===== config.mk =====
export PLATFORM = sky130hd
export DESIGN_NAME = scaled_glyph_pixel_renderer_top
export DESIGN_NICKNAME = d
export VERILOG_FILES = /design/src/sv/sgr_pkg.sv /design/src/sv/sgr_front.sv /design/src/sv/sgr_queue.sv /design/src/sv/sgr_back.sv /design/src/sv/scaled_glyph_pixel_renderer_top.sv
export SDC_FILE = /design/constraint.sdc
export NUM_CORES = 1
export LEC_CHECK = 0
export ABC_AREA = 0
export BUFFER_PORTS_ARGS = -buffer_cell sky130_fd_sc_hd__buf_2
export CAP_MARGIN = 20
export CORE_MARGIN = 2
export CORE_UTILIZATION = 60
export DETAILED_ROUTE_END_ITERATION = 8
export PLACE_DENSITY = 0.86
export SLEW_MARGIN = 5
export SYNTH_ARGS = -nofsm -noshare
export SYNTH_HDL_FRONTEND = slang
export SYNTH_SLANG_ARGS = --single-unit

===== constraint.sdc =====
create_clock -name clock -period 8.25 [get_ports clock]
set_input_delay 0.825 -clock clock [delete_from_list [all_inputs] [get_ports clock]]
set_output_delay 0.825 -clock clock [all_outputs]
set_load 0.02 [all_outputs]

===== src/sv/sgr_pkg.sv =====
// ----------------------------------------------------------------------------
// sgr_pkg
// Types, constants and codes shared by the scaled glyph pixel renderer.
// ----------------------------------------------------------------------------
package sgr_pkg;

   localparam int PANEL_WIDTH_DEFAULT  = 160;
   localparam int PANEL_HEIGHT_DEFAULT = 128;
   localparam int MAX_SCALE_DEFAULT    = 8;

   localparam int GLYPH_COLS = 5;
   localparam int GLYPH_ROWS = 7;
   localparam int GLYPH_BITS = GLYPH_COLS * GLYPH_ROWS;

   // Clipped cell sizes stay below 7 * 15 + 1 for any legal scale limit.
   localparam int DIM_W   = 7;
   localparam int SCALE_W = 4;
   localparam int COORD_W = 8;
   localparam int COLOR_W = 16;
   localparam int OFS_W   = 5;
   localparam int CSR_IDX_W = 1;

   localparam logic REQ_TICK = 1'b0;
   localparam logic REQ_DRAW = 1'b1;

   localparam logic OUT_WINDOW = 1'b0;
   localparam logic OUT_PIXEL  = 1'b1;

   localparam logic [CSR_IDX_W-1:0] CSR_COLUMN_OFFSET = 1'b0;
   localparam logic [CSR_IDX_W-1:0] CSR_ROW_OFFSET    = 1'b1;

   typedef enum logic [1:0] {
      OP_TICK,
      OP_DRAW,
      OP_SKIP
   } op_type;

   typedef struct packed {
      logic               kind;
      logic [8:0]         pos_x;
      logic [8:0]         pos_y;
      logic [7:0]         glyph_col0;
      logic [7:0]         glyph_col1;
      logic [7:0]         glyph_col2;
      logic [7:0]         glyph_col3;
      logic [7:0]         glyph_col4;
      logic [COLOR_W-1:0] fore_in;
      logic [COLOR_W-1:0] back_in;
      logic [SCALE_W-1:0] scale_in;
   } req_type;

   typedef struct packed {
      logic               out_kind;
      logic [COORD_W-1:0] x_first;
      logic [COORD_W-1:0] x_final;
      logic [COORD_W-1:0] y_first;
      logic [COORD_W-1:0] y_final;
      logic [COLOR_W-1:0] pixel_color;
      logic               last;
   } rsp_type;

   typedef struct packed {
      op_type                op;
      logic [GLYPH_BITS-1:0] glyph;
      logic [COLOR_W-1:0]    fore;
      logic [COLOR_W-1:0]    back;
      logic [SCALE_W-1:0]    scale;
      logic [DIM_W-1:0]      width;
      logic [DIM_W-1:0]      height;
      logic [COORD_W-1:0]    x_first;
      logic [COORD_W-1:0]    x_final;
      logic [COORD_W-1:0]    y_first;
      logic [COORD_W-1:0]    y_final;
   } entry_type;

endpackage


===== src/sv/sgr_front.sv =====
// ----------------------------------------------------------------------------
// sgr_front
// Classifies incoming words, clamps the scale and clips the cell to the panel.
// ----------------------------------------------------------------------------
module sgr_front #(
   parameter int PANEL_WIDTH  = sgr_pkg::PANEL_WIDTH_DEFAULT,
   parameter int PANEL_HEIGHT = sgr_pkg::PANEL_HEIGHT_DEFAULT,
   parameter int MAX_SCALE    = sgr_pkg::MAX_SCALE_DEFAULT
) (
   input  sgr_pkg::req_type               req,
   input  logic [sgr_pkg::OFS_W-1:0]      column_offset,
   input  logic [sgr_pkg::OFS_W-1:0]      row_offset,
   output sgr_pkg::entry_type             entry
);
   import sgr_pkg::*;

   localparam logic [8:0]         PW   = 9'(PANEL_WIDTH);
   localparam logic [8:0]         PH   = 9'(PANEL_HEIGHT);
   localparam logic [SCALE_W-1:0] SMAX = SCALE_W'(MAX_SCALE);

   logic [SCALE_W-1:0] scale;
   logic [DIM_W-1:0]   w_full;
   logic [DIM_W-1:0]   h_full;
   logic [DIM_W-1:0]   w_clip;
   logic [DIM_W-1:0]   h_clip;
   logic [8:0]         x_end;
   logic [8:0]         y_end;
   logic [COORD_W-1:0] x8;
   logic [COORD_W-1:0] y8;

   always_comb begin
      if (req.scale_in == '0) begin
         scale = SCALE_W'(1);
      end else if (req.scale_in > SMAX) begin
         scale = SMAX;
      end else begin
         scale = req.scale_in;
      end
      w_full = DIM_W'(GLYPH_COLS) * DIM_W'(scale);
      h_full = DIM_W'(GLYPH_ROWS) * DIM_W'(scale);
      x_end  = req.pos_x + 9'(w_full);
      y_end  = req.pos_y + 9'(h_full);
      w_clip = (x_end > PW) ? DIM_W'(PW - req.pos_x) : w_full;
      h_clip = (y_end > PH) ? DIM_W'(PH - req.pos_y) : h_full;
      x8     = req.pos_x[COORD_W-1:0];
      y8     = req.pos_y[COORD_W-1:0];

      entry.glyph = {req.glyph_col4[6:0], req.glyph_col3[6:0], req.glyph_col2[6:0],
                     req.glyph_col1[6:0], req.glyph_col0[6:0]};
      entry.fore    = req.fore_in;
      entry.back    = req.back_in;
      entry.scale   = scale;
      entry.width   = w_clip;
      entry.height  = h_clip;
      entry.x_first = x8 + COORD_W'(column_offset);
      entry.x_final = x8 + COORD_W'(w_clip) - COORD_W'(1) + COORD_W'(column_offset);
      entry.y_first = y8 + COORD_W'(row_offset);
      entry.y_final = y8 + COORD_W'(h_clip) - COORD_W'(1) + COORD_W'(row_offset);

      if (req.kind == REQ_TICK) begin
         entry.op = OP_TICK;
      end else if (req.pos_x >= PW || req.pos_y >= PH) begin
         entry.op = OP_SKIP;
      end else begin
         entry.op = OP_DRAW;
      end
   end

endmodule


===== src/sv/sgr_queue.sv =====
// ----------------------------------------------------------------------------
// sgr_queue
// Two-entry queue that decouples the front classifier from the pixel engine.
// ----------------------------------------------------------------------------
module sgr_queue #(
   parameter int WIDTH = 8
) (
   input  logic             clock,
   input  logic             reset,
   input  logic             push,
   input  logic [WIDTH-1:0] push_data,
   output logic             full,
   input  logic             pop,
   output logic             not_empty,
   output logic [WIDTH-1:0] head
);
   logic [WIDTH-1:0] slot_ff [2];
   logic             wr_ptr_ff, wr_ptr_in;
   logic             rd_ptr_ff, rd_ptr_in;
   logic [1:0]       count_ff, count_in;

   assign full      = (count_ff == 2'd2);
   assign not_empty = (count_ff != 2'd0);
   assign head      = slot_ff[rd_ptr_ff];

   always_comb begin
      wr_ptr_in = wr_ptr_ff ^ push;
      rd_ptr_in = rd_ptr_ff ^ pop;
      count_in  = count_ff + 2'(push) - 2'(pop);
   end

   always_ff @(posedge clock) begin
      if (reset) begin
         wr_ptr_ff <= 1'b0;
         rd_ptr_ff <= 1'b0;
         count_ff  <= 2'd0;
      end else begin
         wr_ptr_ff <= wr_ptr_in;
         rd_ptr_ff <= rd_ptr_in;
         count_ff  <= count_in;
      end
   end

   always_ff @(posedge clock) begin
      if (push) begin
         slot_ff[wr_ptr_ff] <= push_data;
      end
   end

endmodule


===== src/sv/sgr_back.sv =====
// ----------------------------------------------------------------------------
// sgr_back
// Pixel engine: holds the character state, walks the cell and drives results.
// ----------------------------------------------------------------------------
module sgr_back (
   input  logic               clock,
   input  logic               reset,
   input  logic               head_valid,
   input  sgr_pkg::entry_type head,
   output logic               pop,
   output logic               rsp_valid,
   input  logic               rsp_ready,
   output sgr_pkg::rsp_type   rsp_data
);
   import sgr_pkg::*;

   logic                  busy_ff, busy_in;
   logic [GLYPH_BITS-1:0] glyph_ff, glyph_in;
   logic [COLOR_W-1:0]    fore_ff, fore_in;
   logic [COLOR_W-1:0]    back_ff, back_in;
   logic [SCALE_W-1:0]    scale_ff, scale_in;
   logic [DIM_W-1:0]      width_ff, width_in;
   logic [DIM_W-1:0]      height_ff, height_in;
   logic [DIM_W-1:0]      row_ff, row_in;
   logic [DIM_W-1:0]      col_ff, col_in;
   logic [SCALE_W-1:0]    row_sub_ff, row_sub_in;
   logic [SCALE_W-1:0]    col_sub_ff, col_sub_in;
   logic [2:0]            frow_ff, frow_in;
   logic [2:0]            fcol_ff, fcol_in;
   logic                  rsp_valid_ff, rsp_valid_in;
   rsp_type               rsp_ff, rsp_in;

   logic [5:0] bit_idx;
   logic       lit;
   logic       fin;
   logic       row_end;

   assign pop       = head_valid && (!rsp_valid_ff || rsp_ready);
   assign rsp_valid = rsp_valid_ff;
   assign rsp_data  = rsp_ff;

   always_comb begin
      bit_idx = 6'(fcol_ff) * 6'(GLYPH_ROWS) + 6'(frow_ff);
      lit     = glyph_ff[bit_idx];
      fin     = (row_ff + DIM_W'(1) >= height_ff) && (col_ff + DIM_W'(1) >= width_ff);
      row_end = (col_ff + DIM_W'(1) >= width_ff);

      busy_in    = busy_ff;
      glyph_in   = glyph_ff;
      fore_in    = fore_ff;
      back_in    = back_ff;
      scale_in   = scale_ff;
      width_in   = width_ff;
      height_in  = height_ff;
      row_in     = row_ff;
      col_in     = col_ff;
      row_sub_in = row_sub_ff;
      col_sub_in = col_sub_ff;
      frow_in    = frow_ff;
      fcol_in    = fcol_ff;
      rsp_in     = rsp_ff;
      rsp_valid_in = rsp_valid_ff && !rsp_ready;

      if (pop) begin
         unique case (head.op)
            OP_DRAW: begin
               busy_in    = 1'b1;
               glyph_in   = head.glyph;
               fore_in    = head.fore;
               back_in    = head.back;
               scale_in   = head.scale;
               width_in   = head.width;
               height_in  = head.height;
               row_in     = '0;
               col_in     = '0;
               row_sub_in = '0;
               col_sub_in = '0;
               frow_in    = '0;
               fcol_in    = '0;
               rsp_valid_in = 1'b1;
               rsp_in = '{out_kind: OUT_WINDOW, x_first: head.x_first,
                          x_final: head.x_final, y_first: head.y_first,
                          y_final: head.y_final, pixel_color: '0, last: 1'b0};
            end
            OP_SKIP: begin
               busy_in = 1'b0;
            end
            OP_TICK: begin
               if (busy_ff) begin
                  rsp_valid_in = 1'b1;
                  rsp_in = '{out_kind: OUT_PIXEL, x_first: '0, x_final: '0,
                             y_first: '0, y_final: '0,
                             pixel_color: lit ? fore_ff : back_ff, last: fin};
                  if (fin) begin
                     busy_in = 1'b0;
                  end else if (row_end) begin
                     col_in     = '0;
                     col_sub_in = '0;
                     fcol_in    = '0;
                     row_in     = row_ff + DIM_W'(1);
                     if (row_sub_ff == scale_ff - SCALE_W'(1)) begin
                        row_sub_in = '0;
                        frow_in    = frow_ff + 3'd1;
                     end else begin
                        row_sub_in = row_sub_ff + SCALE_W'(1);
                     end
                  end else begin
                     col_in = col_ff + DIM_W'(1);
                     if (col_sub_ff == scale_ff - SCALE_W'(1)) begin
                        col_sub_in = '0;
                        fcol_in    = fcol_ff + 3'd1;
                     end else begin
                        col_sub_in = col_sub_ff + SCALE_W'(1);
                     end
                  end
               end
            end
            default: begin
               busy_in = busy_ff;
            end
         endcase
      end
   end

   always_ff @(posedge clock) begin
      if (reset) begin
         busy_ff      <= 1'b0;
         rsp_valid_ff <= 1'b0;
      end else begin
         busy_ff      <= busy_in;
         rsp_valid_ff <= rsp_valid_in;
      end
   end

   always_ff @(posedge clock) begin
      glyph_ff   <= glyph_in;
      fore_ff    <= fore_in;
      back_ff    <= back_in;
      scale_ff   <= scale_in;
      width_ff   <= width_in;
      height_ff  <= height_in;
      row_ff     <= row_in;
      col_ff     <= col_in;
      row_sub_ff <= row_sub_in;
      col_sub_ff <= col_sub_in;
      frow_ff    <= frow_in;
      fcol_ff    <= fcol_in;
      rsp_ff     <= rsp_in;
   end

endmodule


===== src/sv/scaled_glyph_pixel_renderer_top.sv =====
// ----------------------------------------------------------------------------
// scaled_glyph_pixel_renderer_top
// Renders a scaled 5x7 glyph into an address window and a pixel stream.
// ----------------------------------------------------------------------------
// Usage:
// The request channel (req_valid/req_ready/req_data) takes one word per
// accepted handshake. A draw word carries position, glyph columns, colors and
// scale; a tick word asks for the next pixel of the character in progress.
// A draw on the panel answers with one window word on the response channel
// (rsp_valid/rsp_ready/rsp_data); a draw off the panel answers nothing and
// drops any character in progress. Each tick while a character is active
// answers with one pixel word, row by row, with last set on the final pixel.
// Ticks while idle are absorbed silently.
// A word accepted into the queue is popped by the pixel engine, and its response
// word goes into the response register. While the receiver is ready the rate is
// one word per cycle, set by the pixel engine retiring one queue entry per cycle.
// A two-entry queue sits between classifier and pixel engine, so when the
// receiver stalls the queue fills and then req_ready drops; nothing is lost.
// Reset clears the queue, the response register and the busy flag, and
// restores the column offset to 3 and the row offset to 1. The user must write the
// offsets through the csr_ port only while the block is idle; it does not check.
// ----------------------------------------------------------------------------
module scaled_glyph_pixel_renderer_top #(
   parameter int PANEL_WIDTH  = sgr_pkg::PANEL_WIDTH_DEFAULT,
   parameter int PANEL_HEIGHT = sgr_pkg::PANEL_HEIGHT_DEFAULT,
   parameter int MAX_SCALE    = sgr_pkg::MAX_SCALE_DEFAULT
) (
   input  logic                              clock,
   input  logic                              reset,
   input  logic                              req_valid,
   output logic                              req_ready,
   input  sgr_pkg::req_type                  req_data,
   output logic                              rsp_valid,
   input  logic                              rsp_ready,
   output sgr_pkg::rsp_type                  rsp_data,
   input  logic                              csr_write_en,
   input  logic [sgr_pkg::CSR_IDX_W-1:0]     csr_index,
   input  logic [sgr_pkg::OFS_W-1:0]         csr_wdata
);
   import sgr_pkg::*;

   // Offset registers written by the configuration port.
   logic [OFS_W-1:0] col_ofs_ff, col_ofs_in;
   logic [OFS_W-1:0] row_ofs_ff, row_ofs_in;

   entry_type new_entry;
   entry_type head_entry;
   logic      queue_full;
   logic      queue_push;
   logic      head_valid;
   logic      head_pop;

   always_comb begin
      col_ofs_in = col_ofs_ff;
      row_ofs_in = row_ofs_ff;
      if (csr_write_en) begin
         unique case (csr_index)
            CSR_COLUMN_OFFSET: col_ofs_in = csr_wdata;
            CSR_ROW_OFFSET:    row_ofs_in = csr_wdata;
            default:           col_ofs_in = col_ofs_ff;
         endcase
      end
   end

   always_ff @(posedge clock) begin
      if (reset) begin
         col_ofs_ff <= OFS_W'(3);
         row_ofs_ff <= OFS_W'(1);
      end else begin
         col_ofs_ff <= col_ofs_in;
         row_ofs_ff <= row_ofs_in;
      end
   end

   // A word is taken whenever the queue has room.
   assign req_ready  = !queue_full;
   assign queue_push = req_valid && req_ready;

   sgr_front #(
      .PANEL_WIDTH  (PANEL_WIDTH),
      .PANEL_HEIGHT (PANEL_HEIGHT),
      .MAX_SCALE    (MAX_SCALE)
   ) u_front (
      .req           (req_data),
      .column_offset (col_ofs_ff),
      .row_offset    (row_ofs_ff),
      .entry         (new_entry)
   );

   sgr_queue #(
      .WIDTH ($bits(entry_type))
   ) u_queue (
      .clock     (clock),
      .reset     (reset),
      .push      (queue_push),
      .push_data (new_entry),
      .full      (queue_full),
      .pop       (head_pop),
      .not_empty (head_valid),
      .head      (head_entry)
   );

   sgr_back u_back (
      .clock      (clock),
      .reset      (reset),
      .head_valid (head_valid),
      .head       (head_entry),
      .pop        (head_pop),
      .rsp_valid  (rsp_valid),
      .rsp_ready  (rsp_ready),
      .rsp_data   (rsp_data)
   );

endmodule


==> results of run 1 <==
-- cell families after synthesis --
group | Yosys count | synth area share, %
mux | 148 | 9.24
compound gates | 147 | 4.74
fa+ha+maj | 121 | 8.86
buf+inv | 148 | 3.07
xor+xnor | 76 | 3.53
other cells | 1 | 0.0199
simple gates | 201 | 5.00
flops | 417 | 65.5
-- routing by layer --
layer | vias to the layer above | GRT usage (%) | wire, µm | share of wire (%)
li1 | 4948 | - | - | -
met1 | 5144 | 27.3 | 14300 | 41
met2 | 321 | 38.4 | 17700 | 51
met3 | 69 | 4.25 | 1980 | 5.7
met4 | 2 | 5.76 | 730 | 2.1
met5 | - | 0 | 9 | 0.026
-- metrics by stage --
step                      setup slack [ps]  utilization (%)  power, W  instance area (µm²)  hold WS [ps]
after CTS                             1550             69.5   0.00683                21400           463
after floorplan                       1630                -   0.00450                18900           447
after global placement                1190             65.2   0.00491                20100           472
after detailed placement               997             65.2   0.00502                20100           485
final                                 1510             69.6   0.00678                21400           488
after global routing                  1070             69.6   0.00715                21400           459
-- cells in the final DEF, fill, tap and decap left out, types with 7 or more instances in the layout --
master     count
a21o_1        15
nor2b_1        8
ha_1          98
o211ai_1       8
clkbuf_16     43
o21ai_0       32
edfxtp_1     401
buf_2        152
nand2_1       30
a21oi_1       60
dfxtp_1       15
nor2_1        76
and2_1        18
buf_4          7
xor2_1        20
mux2_2        98
fa_1          21
nand3_1       37
inv_1        115
mux2i_1       41
xnor2_1       56
mux4_1         7
nor3_1        12
clkinv_1      12
clkinv_2       8
-- registers in the layout, summed over array words and instances, names as in the netlist, 2 cells and up --
| name | flops |
|---|---|
| u_queue.slot_ff | 238 |
| u_back.rsp_data | 50 |
| u_back.fore_ff | 16 |
| u_back.height_ff | 7 |
| u_queue.count_ff | 2 |
| col_ofs_ff | 5 |
| u_back.glyph_ff | 35 |
| u_back.fcol_ff | 3 |
| u_back.scale_ff | 4 |
| u_back.row_sub_ff | 4 |
| u_back.back_ff | 16 |
| row_ofs_ff | 5 |
| u_back.width_ff | 7 |
| u_back.frow_ff | 3 |
| u_back.row_ff | 7 |
| u_back.col_ff | 7 |
| u_back.col_sub_ff | 4 |
-- worst register-to-register path, stage by stage, from the launching register on --
cell	delay (ps)
edfxtp_1	500
fa_1	550
inv_1	50
fa_1	490
fa_1	750
mux4_1	340
mux2i_1	230
mux2i_1	150
o211ai_2	690
nand3_1	210
a21oi_1	200
-- power breakdown --
group / internal (W) / switching [W] / total [W]
Sequential: 0.00291 / 0.000117 / 0.00303
Combinational: 0.000758 / 0.00121 / 0.00197
Clock: 0.00103 / 0.000759 / 0.00179
Total: 0.00470 / 0.00208 / 0.00678
-- worst min-delay path by stage --
| stage | to | slack, ps | depth (start not counted) |
|---|---|---|---|
| final | u_queue.slot_ff[0][101] | 490 | 1 |
| after floorplan | row_ofs_ff[3] | 450 | 2 |
| after global routing | u_queue.slot_ff[1][50] | 460 | 1 |
| after global placement | u_back.busy_ff | 470 | 2 |
| after CTS | u_queue.slot_ff[1][50] | 460 | 1 |
| after detailed placement | u_back.busy_ff | 480 | 2 |
-- Yosys cell counts, types with 21 or more instances --
cell / number
inv_1: 115
nor2_1: 76
o21ai_0: 32
mux2i_1: 41
ha_1: 100
xnor2_1: 56
a21oi_1: 60
nand2_1: 30
fa_1: 21
clkbuf_1: 21
mux2_2: 98
edfxtp_1: 401
nand3_1: 37
-- cell type report --
type | instances | area [µm²]
multi-input cells | 694 | 5950
clock buffers | 50 | 1110
inverters | 116 | 435
repair buffers | 160 | 841
fillers | 2046 | 9360
well taps | 396 | 495
flip-flops and latches | 417 | 12400
clock inverters | 27 | 191
diodes | 1 | 2.50
==> impl_metrics.toml, run 1 <==
[run_status]
outcome = "finished, final reports clean"

[synth]
synthFlopType = "edfxtp_1"
synth_top_area_share_pct = 63.8
ys_ff_latch = 417
synth_nets = 1486
syn_area_um2 = 18900
ys_types = 58
synth_area_leaders = "edfxtp_1 64%, ha_1 6.6%, mux2_2 5.9%"
synth_edf_count = 401
async_flop_share_pct = 0
yosys_warnings = 0
synthCells = 1259
yosysSeqAreaShare_pct = 65.5
syn_avg_cell_area_um2 = 15.0
yosysTopAreaCell = "edfxtp_1"

[power_and_ir_drop]
peakVddDrop_mv = 0.379
powerDensity_nw_per_um2 = 317
p_leak_nw = 8.18

[worst_setup_path]
worstReg2RegStart = "u_back.fcol_ff[1]"
slowest_stage = "nor2b_1"
crit_required_ps = 8510
path_depth = 24
end_kind = "flop"
critPathTopFamily = "adder cells"
worstRegToRegCells = 10
cp_max_fo = 10
endpoint = "u_queue.slot_ff[1][7]"
path_buf_inv = 3
worstSetupStartpointType = "input pin"
max_stage_delay_ps = 610
r2r_slack_ps = 3920
arrival_ps = 7000
crit_start = "req_data[3]"
r2r-end = "u_back.rsp_data[11]"
path_class = "in2reg"
crit_chain = "buf_2, nor2b_1, fa_1, ha_1, fa_1, a21oi_1, nor2_1, ha_1, nor2b_1, a211oi_1, o21ai_0, a2111o_1, a21oi_4, mux2_2, fa_1, ha_1, inv_1, fa_1, inv_1, a21o_1, a21oi_1, o21bai_1, a21oi_1, xnor2_1"
crit_top_cell = "fa_1"

[grt]
grt-ovfl-total = 0
grt_max_degree = 72
grt_pass1_wl_mm = 56.1
antenna_found_initial = 1
grt_pass1_vias = 11100
track_usage_pct = 21.6

[route]
postRouteWirelength_mm = 34.8
drt_iter0_drc = 827
dr.pass1.iters = 7
avgRoutedWirePerCell_um = 18.7
viasPerCell = 5.63
vias = 10500
drcViolationCount = 0
antenna_left = 0

[placed_design]
io_buffers = 152
place_inst = 1782
dp.final_hpwl_mm = 22.7
place.gp.congestion = 0.852

[flow_run]
cap_violations = 0

[timing]
worst_slew_pin_slew_ps = 1090
setup_violations = 0
timing.fmax_mhz = 148
skew_ps = 14.8
grt_setup_unrepaired = "no"
hold_viol_final = 0
period_share_pct = 81.7
finalSetupTns_ps = 0
slew_viol_final = 0
min_period_ps = 6740
maxSlewHeadroom_pct = 27.3

[final_layout]
fin_nets = 1658
area_growth_pct = 13.4
fin_cells = 1861
drive_gt1_share_pct = 22.6

[clock_network]
clock_latency_ps = 530
cts_tree = "done"
post_cts_buffers = 0
cts_sinks = 417
cts.reportedPaths.clkPinSlew_ps = 60
hold_buffers = 0
htreeDepth = 2
clock_path_buffers = 3
post_cts_resized = 0
root_buffer = "clkbuf_16"
numCtsBuffers = 42

[die]
start_util_pct = 61.3
pin_count = 158
die_w_um = 181
core_um2 = 30700
rows = 64
die_h_um = 181
dieArea_um2 = 32900

[worst_hold_path]
min_from = "req_data[57]"
min_path_type = "in2reg"
Note: power is estimated with default switching activity, not from simulation.
==> run 2, diff against run 1 <==
==> constraint.sdc (replaced) <==
create_clock -name clock -period 6.9 [get_ports clock]
set_input_delay 0.69 -clock clock [delete_from_list [all_inputs] [get_ports clock]]
set_output_delay 0.69 -clock clock [all_outputs]
set_load 0.02 [all_outputs]
==> run 2 against run 1 <==
  * Sequential power grew 21%
  * Worst hold slack lost 150 ps
  * Register-to-register slack lost 1400 ps
  * Count of clock-buffer cells in the layout grew 6
  * Critical endpoint is now u_queue.slot_ff[0][7]
  * Largest power group unchanged
==> impl_metrics.toml, run 2 (same netlist as run 1, synthesis figures left out) <==
[run_status]
outcome = "finished, final reports clean"

[clock_network]
htreeDepth = 2
root_buffer = "clkbuf_16"
cts_sinks = 417
cts.reportedPaths.clkPinSlew_ps = 60
cts_tree = "done"
post_cts_resized = 0
post_cts_buffers = 0
hold_buffers = 0
clock_path_buffers = 3
numCtsBuffers = 42
clock_latency_ps = 540

[worst_setup_path]
end_kind = "flop"
arrival_ps = 6480
crit_start = "req_data[3]"
path_class = "in2reg"
crit_required_ps = 7170
path_buf_inv = 4
slowest_stage = "fa_1"
cp_max_fo = 10
critPathTopFamily = "adder cells"
max_stage_delay_ps = 500
worstReg2RegStart = "u_back.fcol_ff[0]"
worstSetupStartpointType = "input pin"
crit_chain = "buf_2, inv_1, nand2_1, inv_1, fa_1, ha_1, fa_1, a21oi_1, nor2_1, ha_1, o21ai_0, a311oi_1, o21ai_0, a2111o_1, a21oi_4, buf_4, mux2_2, fa_1, ha_1, a21o_1, a21oi_1, o21bai_1, a21oi_1, xnor2_1"

[timing]
maxSlewHeadroom_pct = 28.4
timing.fmax_mhz = 161
setup_violations = 0
skew_ps = 13.1
grt_setup_unrepaired = "no"
worst_slew_pin_slew_ps = 1070
min_period_ps = 6210
slew_viol_final = 0
finalSetupTns_ps = 0
hold_viol_final = 0
period_share_pct = 90.0

[die]
rows = 64
dieArea_um2 = 32900
core_um2 = 30700
die_w_um = 181
die_h_um = 181
pin_count = 158
start_util_pct = 61.3

[flow_run]
cap_violations = 0

[worst_hold_path]
min_path_type = "in2reg"
min_from = "req_data[29]"

[grt]
antenna_found_initial = 1
grt_pass1_wl_mm = 55.9
track_usage_pct = 21.6
grt_max_degree = 71
grt_pass1_vias = 11100
grt-ovfl-total = 0

[placed_design]
placed_cell_area_um2 = 20100
dp.final_hpwl_mm = 23.1
io_buffers = 152
place.gp.congestion = 0.832

[power_and_ir_drop]
p_leak_nw = 8.23
peakVddDrop_mv = 0.444
powerDensity_nw_per_um2 = 382

[final_layout]
n_fill_cell = 1986
area_growth_pct = 13.9
layout_common_cells = "401 x edfxtp_1, 152 x buf_2, 115 x inv_1"
fin_nets = 1661
top_register = "u_queue.slot_ff"
largest_register_ffs = 238
final_common_cell = "edfxtp_1"
drive_gt1_share_pct = 23.0
post-route-util_pct = 69.9
design_area_um2 = 21500

[route]
drcViolationCount = 0
drt_iter0_drc = 838
postRouteWirelength_mm = 35.1
dr.pass1.iters = 5
avgRoutedWirePerCell_um = 18.8
antenna_left = 0
viasPerCell = 5.67
vias = 10600
run 2: power by group:
group	switching (W)	leakage (nW)	internal [W]	total (W)
Combinational	0.00140	3.70	0.000909	0.00231
Clock	0.000918	0.676	0.00130	0.00222
Sequential	0.000187	3.85	0.00348	0.00367
Total	0.00251	8.23	0.00569	0.00820
run 2: path summary, 6_finish.rpt:
path | end | slack, ps | cells past startpoint
hold / removal | u_queue.slot_ff[0][75] | 340 | 1
setup / recovery | u_queue.slot_ff[0][7] | 690 | 24
hold reg to reg | u_back.rsp_valid | 500 | 2
setup reg to reg | u_back.rsp_data[8] | 2490 | 10
run 2: layer usage:
| metal | global-route usage [%] | vias up | routed length [µm] |
|---|---|---|---|
| li1 | - | 4961 | - |
| met1 | 27.0 | 5226 | 14400 |
| met2 | 38.6 | 323 | 17700 |
| met3 | 3.97 | 68 | 2160 |
| met4 | 6.34 | 0 | 792 |
| met5 | 0 | - | 0 |
run 2: area by class of cell:
cell class / count / area [µm²] / area share [%]
well taps: 396 / 495 / 2.31
multi-input cells: 694 / 5950 / 27.7
repair buffers: 163 / 863 / 4.02
diodes: 1 / 2.50 / 0.0117
flip-flops and latches: 417 / 12400 / 57.6
clock buffers: 56 / 1150 / 5.38
clock inverters: 21 / 214 / 0.996
inverters: 116 / 435 / 2.03
run 2: through the flow:
stage | instances | power, W | setup WS (ps) | hold slack, ps
2_1_floorplan | 1259 | 0.00538 | 414 | 447
3_5_place_dp | 1785 | 0.00601 | 229 | 490
5_1_grt | 1863 | 0.00863 | 262 | 316
4_1_cts | 1862 | 0.00827 | 741 | 315
3_3_place_gp | 1785 | 0.00587 | 396 | 473
6_report | 1864 | 0.00820 | 693 | 341
